$ cat src/hdl/segment_intersection_3d_top_macros.svh
// Assertion macros used by the segment intersection top level
`ifndef SEGMENT_INTERSECTION_3D_TOP_MACROS_SVH
`define SEGMENT_INTERSECTION_3D_TOP_MACROS_SVH
`ifndef ASSERT_OFF
`define SI3D_ASSERT(lbl, prop, msg) \
  lbl: assert property (@(posedge clk_i) disable iff (!rst_ni) (prop)) else $error(msg);
`define SI3D_ASSERT_NEXT(lbl, pre, post, msg) \
  lbl: assert property (@(posedge clk_i) disable iff (!rst_ni) (pre) |=> (post)) \
    else $error(msg);
`else
`define SI3D_ASSERT(lbl, prop, msg)
`define SI3D_ASSERT_NEXT(lbl, pre, post, msg)
`endif
`endif

$ cat src/hdl/si3d_pkg.sv
// Package: widths, status codes and payload types of the segment intersection block
`timescale 1ns / 1ps
package si3d_pkg;
  localparam int CW = 16;
  localparam int FW = 16;
  localparam int DW = CW + 1;
  localparam int NW = 2 * DW + 1;
  localparam int LB = (NW + 1) / 2;
  localparam int PPW = 2 * (LB + 1);
  localparam int TW = DW + NW + 2;
  localparam int PW = 2 * NW + 2;
  localparam int CH = (PW + 2) / 3;
  localparam int MW = CW + 3 * CH;
  localparam int XW = MW + FW;
  localparam int QB = CW + FW;
  localparam int HW = CW + FW;
  localparam int SW = 2;
  localparam int OW = FW + 1;

  localparam logic [SW-1:0] ST_HIT  = 2'd0;
  localparam logic [SW-1:0] ST_SKEW = 2'd1;
  localparam logic [SW-1:0] ST_PARA = 2'd2;
  localparam logic [SW-1:0] ST_OUT  = 2'd3;

  localparam logic [OW-1:0] POS_ONE = OW'(1) << FW;

  typedef struct packed {
    logic [3:0][PW-1:0] rem;
    logic [3:0][QB-1:0] wrd;
    logic [PW-1:0]      den;
    logic [2:0]         neg;
    logic [2:0][HW-1:0] base;
    logic [SW-1:0]      status;
  } div_t;

  typedef struct packed {
    logic [SW-1:0]      status;
    logic [2:0][HW-1:0] hit;
    logic [OW-1:0]      pos;
  } res_t;
endpackage

$ cat src/hdl/si3d_div_cell.sv
// Divider cell: one restoring quotient bit for each of the four lanes
`timescale 1ns / 1ps
module si3d_div_cell (
  input  logic           clk_i,
  input  logic           rst_ni,
  input  logic           adv_i,
  input  logic           valid_i,
  input  si3d_pkg::div_t data_i,
  output logic           valid_o,
  output si3d_pkg::div_t data_o
);
  import si3d_pkg::*;

  logic [PW:0]   trial [4];
  logic [PW+1:0] diff  [4];
  div_t          cell_d;
  div_t          cell_q;
  logic          valid_q;

  always_comb begin
    cell_d = data_i;
    for (int i = 0; i < 4; i++) begin
      trial[i] = {data_i.rem[i], data_i.wrd[i][QB-1]};
      diff[i]  = {1'b0, trial[i]} - {2'b0, data_i.den};
      cell_d.rem[i] = diff[i][PW+1] ? trial[i][PW-1:0] : diff[i][PW-1:0];
      cell_d.wrd[i] = {data_i.wrd[i][QB-2:0], ~diff[i][PW+1]};
    end
  end

  always_ff @(posedge clk_i or negedge rst_ni) begin
    if (!rst_ni) begin
      valid_q <= 1'b0;
    end else if (adv_i) begin
      valid_q <= valid_i;
    end
  end

  always_ff @(posedge clk_i) begin
    if (adv_i) begin
      cell_q <= cell_d;
    end
  end

  assign valid_o = valid_q;
  assign data_o  = cell_q;
endmodule
$ cat config.mk
export PLATFORM = sky130hd
export DESIGN_NAME = si3d_div_cell
export DESIGN_NICKNAME = d
export VERILOG_FILES = /design/src/hdl/segment_intersection_3d_top_macros.svh /design/src/hdl/si3d_pkg.sv /design/src/hdl/si3d_div_cell.sv
export SDC_FILE = /design/constraint.sdc
export NUM_CORES = 1
export LEC_CHECK = 0
export BUFFER_PORTS_ARGS = -buffer_cell sky130_fd_sc_hd__buf_2
export CAP_MARGIN = 20
export CORE_AREA = 4 4 459 461
export CTS_CLUSTER_DIAMETER = 200
export CTS_CLUSTER_SIZE = 12
export DETAILED_ROUTE_END_ITERATION = 10
export DIE_AREA = 0 0 463 465
export MAX_ROUTING_LAYER = met4
export SYNTH_ARGS = -nofsm -noshare
export SYNTH_HDL_FRONTEND = slang
export SYNTH_SLANG_ARGS = --single-unit
$ cat constraint.sdc
create_clock -name clk_i -period 2.1 [get_ports clk_i]
set_clock_uncertainty 0.1 [all_clocks]
set_input_delay 0.42 -clock clk_i [delete_from_list [all_inputs] [get_ports clk_i]]
set_output_delay 0.42 -clock clk_i [all_outputs]
set_load 0.01 [all_outputs]
After elaboration in Yosys (flattened, before gate mapping)
Index checks and enable logic that the tools add are counted.
- flip-flop bits (word level): 590
- word-level logic and storage cells: 27
- add/subtract/negate cells: 4
- multiplexer cells: 4
- bitwise gates (word level): 4
- operator list (operator ; number):
    $sub 73x72->74 ; 4
    $mux 72 ; 4
    $not 1->1 ; 4

Logic depth before layout (Yosys ltp)
- depth after elaboration: 2
- gate-level depth with buffers: 18
- gate-level depth less buffers: 15

Least setup slack after synthesis
No wires, ideal clock.
- kind: input-to-reg
- start point: in data_i[236] in the netlist's numbering
- end point: reg cell_q, in the netlist data_o[443], data pin
- buffers on the path: 0
- setup time: 0.265 ns
- setup slack: -1.666 ns
- stages: 15
- data arrival time: 3.401 ns
- data required time: 1.735 ns
- cell sequence: inv_1 -> ha_1 -> fa_1 -> nor2b_1 -> o31a_1 -> a21oi_1 -> a21oi_1 -> a41oi_1 -> o21ai_1 -> a21oi_1 -> o31a_1 -> nor3_1 -> nor4b_1 -> a2111oi_4 -> a21oi_2
- RTL lines (item ; line ; RTL):
    start, declared ; si3d_div_cell.sv:8 ; input si3d_pkg::div_t data_i,
    end signal, assigned ; si3d_div_cell.sv:40 ; cell_q <= cell_d;
    end, declared ; si3d_div_cell.sv:17 ; div_t cell_q;

==> metrics <==
number of hold violations in the final report=0; initial DRC count=3,327; crit path setup slack, layout=-1.55 ns; number of warnings issued by yosys=0; source-to-sink clock delay at the later pin of the worst-skew pair=0.71 ns; remaining global-route overflow=0; Synth area leader=edfxtp_1; setup violators final=292; nature of the critical path endpoint=flip-flop; number of vias per cell=4.63; EDFF count, synth=589; pre-CTS setup slack=-2.82 ns; number of top-level pins=1,183; initial antenna violation count=113; slew at the pin with the worst max-slew slack=0.634 ns; number of vias after detailed routing=44,900; fmax=274 MHz; wirelength, routed=280 mm; Switching Share=36.5%; pin count of the biggest net entering global routing=45; placement row count=167; CTS Root Cell=clkbuf_16; global placement routability congestion=1.01; maximum capacitance violations=0; cell count of the worst reg-to-reg path=1; XOR/XNOR Fraction of Synth Area=6.20%; CTS Buf Count=55; crit path launch type=input pin; worst setup path startpoint=data_i[125]; share of synthesized area spent on multiplexers=0.353%; outcome=complete, but fails checks; Hold WC Path Type=in -> reg; clock tree from TritonCTS=done; Placeable Area=206,000 µm²; dominant combinational cell family by area after synthesis=compound AO/OA/AOI/OAI gates; Reg-to-Reg End=valid_o; Synth Net Count=4,653; cell area reported after detailed placement=58,100 µm²; share of flip-flops with an asynchronous set or reset=0.169%; H-tree lvl count=2; Clock Sink Count=590; area growth from synthesis to layout=88.2%; area fraction in compound gates after synthesis=20.6%; reported leakage power=31.0 nW; maximum fanout encountered on the critical timing path=7; internal power consumption=28.2 mW; last element of the critical path=data_o[381]; RSZ-0062 raised after global routing=true; final HPWL from detailed placement=226 mm; total net switching power=16.2 mW; global-route wire length before repair=370 mm; share of total power in combinational logic=42.6%; cell total after placement=8,892; all-layer global routing usage=25.2%; failing checks=setup timing; post-route clock period utilization=174%; Final Instance Area=70,700 µm²; Die X-Extent=463 µm; Post-synth top flop=edfxtp_1; nets@finish=7,830; library cell with the highest instance count after synthesis=edfxtp_1; number of distinct library cells after synthesis=91; port bufs=1,182; final critical-path required period=3.65 ns; proportion of power drawn by the clock network=22.1%; Area contributors post-synth=edfxtp_1 47%, ha_1 9.6%, a21oi_1 5.2%, nand2_1 4.7%, o21ai_0 4.3%; simple-gate portion of the synthesized area=12.4%; fraction of final layout cells with drive strength greater than 1=49.3%; Max VDD drop=0.664 mV; arithmetic-cell share of the synthesized area counting full adders, half adders and majority gates=9.80%; detailed-route wire length per cell=28.8 µm; starting density of the core=18.2%; Gate Count Post-Synth=3,768; number of nets with antenna violations after routing=0; Critical Path RT=2.47 ns; area share of the leading cell type in the synthesized netlist=47.1%; clk buf depth=3; final hold slack=0.0281 ns; pins over their slew limit=0; data arrival time of the critical path=4.02 ns; die area=215,000 µm²; type of the worst setup path=in -> reg; flip-flop and latch count after synthesis=590; commonest cells in the netlist=589 x edfxtp_1, 473 x nand2_1, 389 x a21oi_1; cell area after synthesis=37,600 µm²; startpoint of the worst-slack reg-to-reg timing path=valid_o; number of standard cells in the layout, taps in and fillers out=9,715; slack of the worst reg-to-reg path=1.23 ns; number of global-route vias before repair=45,300; DRC violation count after routing=0; power per cell area=628 nW/µm²; register clock-pin slew on the reported worst setup and hold paths=0.08 ns; height of the die=465 µm; Synth Area per Inst=9.97 µm²; worst slew slack as a fraction of its limit=57.6%; number of detailed-routing iterations run before antenna repair=6; fill cell instance count of the final layout=20,800; sequential element share of the synthesized area=47.1%; relative contribution of sequential cells to total power=35.3%
## cell type report
| cell class | count | area, µm² | share of cell area, % |
|---|---|---|---|
| repair buffers | 3292 | 25400 | 35.8 |
| clock buffers | 56 | 1380 | 1.95 |
| clock inverters | 6 | 63.8 | 0.0902 |
| well taps | 2704 | 3380 | 4.78 |
| flip-flops and latches | 590 | 17700 | 25.0 |
| multi-input cells | 2858 | 21900 | 31.0 |
| inverters | 147 | 744 | 1.05 |
| repair inverters | 1 | 30.0 | 0.0425 |
| diodes | 61 | 153 | 0.216 |
## worst min-delay path by stage
stage,startpoint,to,slack [ns],cells after the start
6_report,data_i[498],data_o[499],0.03,3
5_1_grt,data_i[451],data_o[452],0.01,3
4_1_cts,data_i[578],data_o[579],0.0001,4
3_5_place_dp,rst_ni,valid_o,0.1,1
3_3_place_gp,rst_ni,valid_o,0.09,1
2_1_floorplan,rst_ni,valid_o,0.02,0
## layout by cell type (no fill, tap or decap), types with 70 or more instances in the layout
master / n
inv_1: 101
a21oi_2: 70
xnor2_1: 136
nor2_1: 194
buf_6: 75
nand2_1: 384
ha_4: 77
a21oi_1: 309
a21o_1: 139
buf_12: 84
o21ai_2: 94
buf_2: 1154
dlygate4sd3_1: 529
buf_4: 1390
o21ai_1: 74
nand4_1: 88
ha_1: 204
edfxtp_1: 589
xor2_1: 127
o21ai_0: 215
## cells by family (layout without fill, tap and decap cells)
kind of cell | count (synthesis) | in the layout
buffers and inverters | 320 | 3502
DFF | 590 | 590
AOI/OAI and AO/OA | 1262 | 1262
adders and majority gates | 292 | 292
other | 0 | 61
and+or+nand+nor | 1026 | 1026
muxes | 12 | 12
xor gates and xnor gates | 266 | 266
## registers in the layout, summed over array words and instances, names as in the netlist
| signal | cells |
|---|---|
| valid_o | 1 |
| data_o | 589 |
## power groups by stage
stage                     clock, mW  sequential [mW]  combinational [mW]
after floorplan                   0             16.1                5.67
after global placement            0             15.9                15.6
after detailed placement          0             15.9                15.6
after CTS                      10.2             15.7                18.2
after global routing           10.5             15.7                20.0
final                          9.82             15.7                18.9
## routing by layer
| metal | vias up | track usage [%] | wire (µm) |
|---|---|---|---|
| met5 | - | - | 0 |
| met4 | 0 | 12.3 | 17600 |
| met3 | 478 | 3.97 | 16600 |
| met2 | 2002 | 43.2 | 137000 |
| met1 | 22000 | 28.8 | 109000 |
| li1 | 20400 | - | - |
## critical path: stages
cell        delay [ns]
buf_2             0.13
clkinvlp_4        0.23
buf_4             0.26
ha_1              0.33
buf_4             0.15
and3_1            0.21
nand3_1           0.11
a31oi_1           0.20
buf_4             0.16
nor2_4            0.05
o31a_1            0.30
or3_4             0.34
and2_4            0.15
o31a_4            0.37
buf_12            0.17
buf_12            0.15
buf_16            0.14
nand2_2           0.05
o21ai_1           0.06
## stage by stage
stage          total power, mW  util (%)  setup TNS [ns]
4_1_cts                   44.1      33.4         -365.46
6_report                  44.4      34.3         -398.13
3_3_place_gp              31.5      28.1         -708.48
5_1_grt                   46.2      34.2         -413.63
3_5_place_dp              31.5      28.1         -717.31
2_1_floorplan             21.8         -         -346.94
## what timing repair did
action                                  CTS  global route
gates resized for setup                 637           246
hold buffers                            529             0
gates cloned                             28            11
endpoints found under the setup margin  294           292
endpoints found under the hold margin   533             0
setup buffers                            90            73
pin swaps                               158           131
No activity file was read; power rests on OpenSTA's default activity.
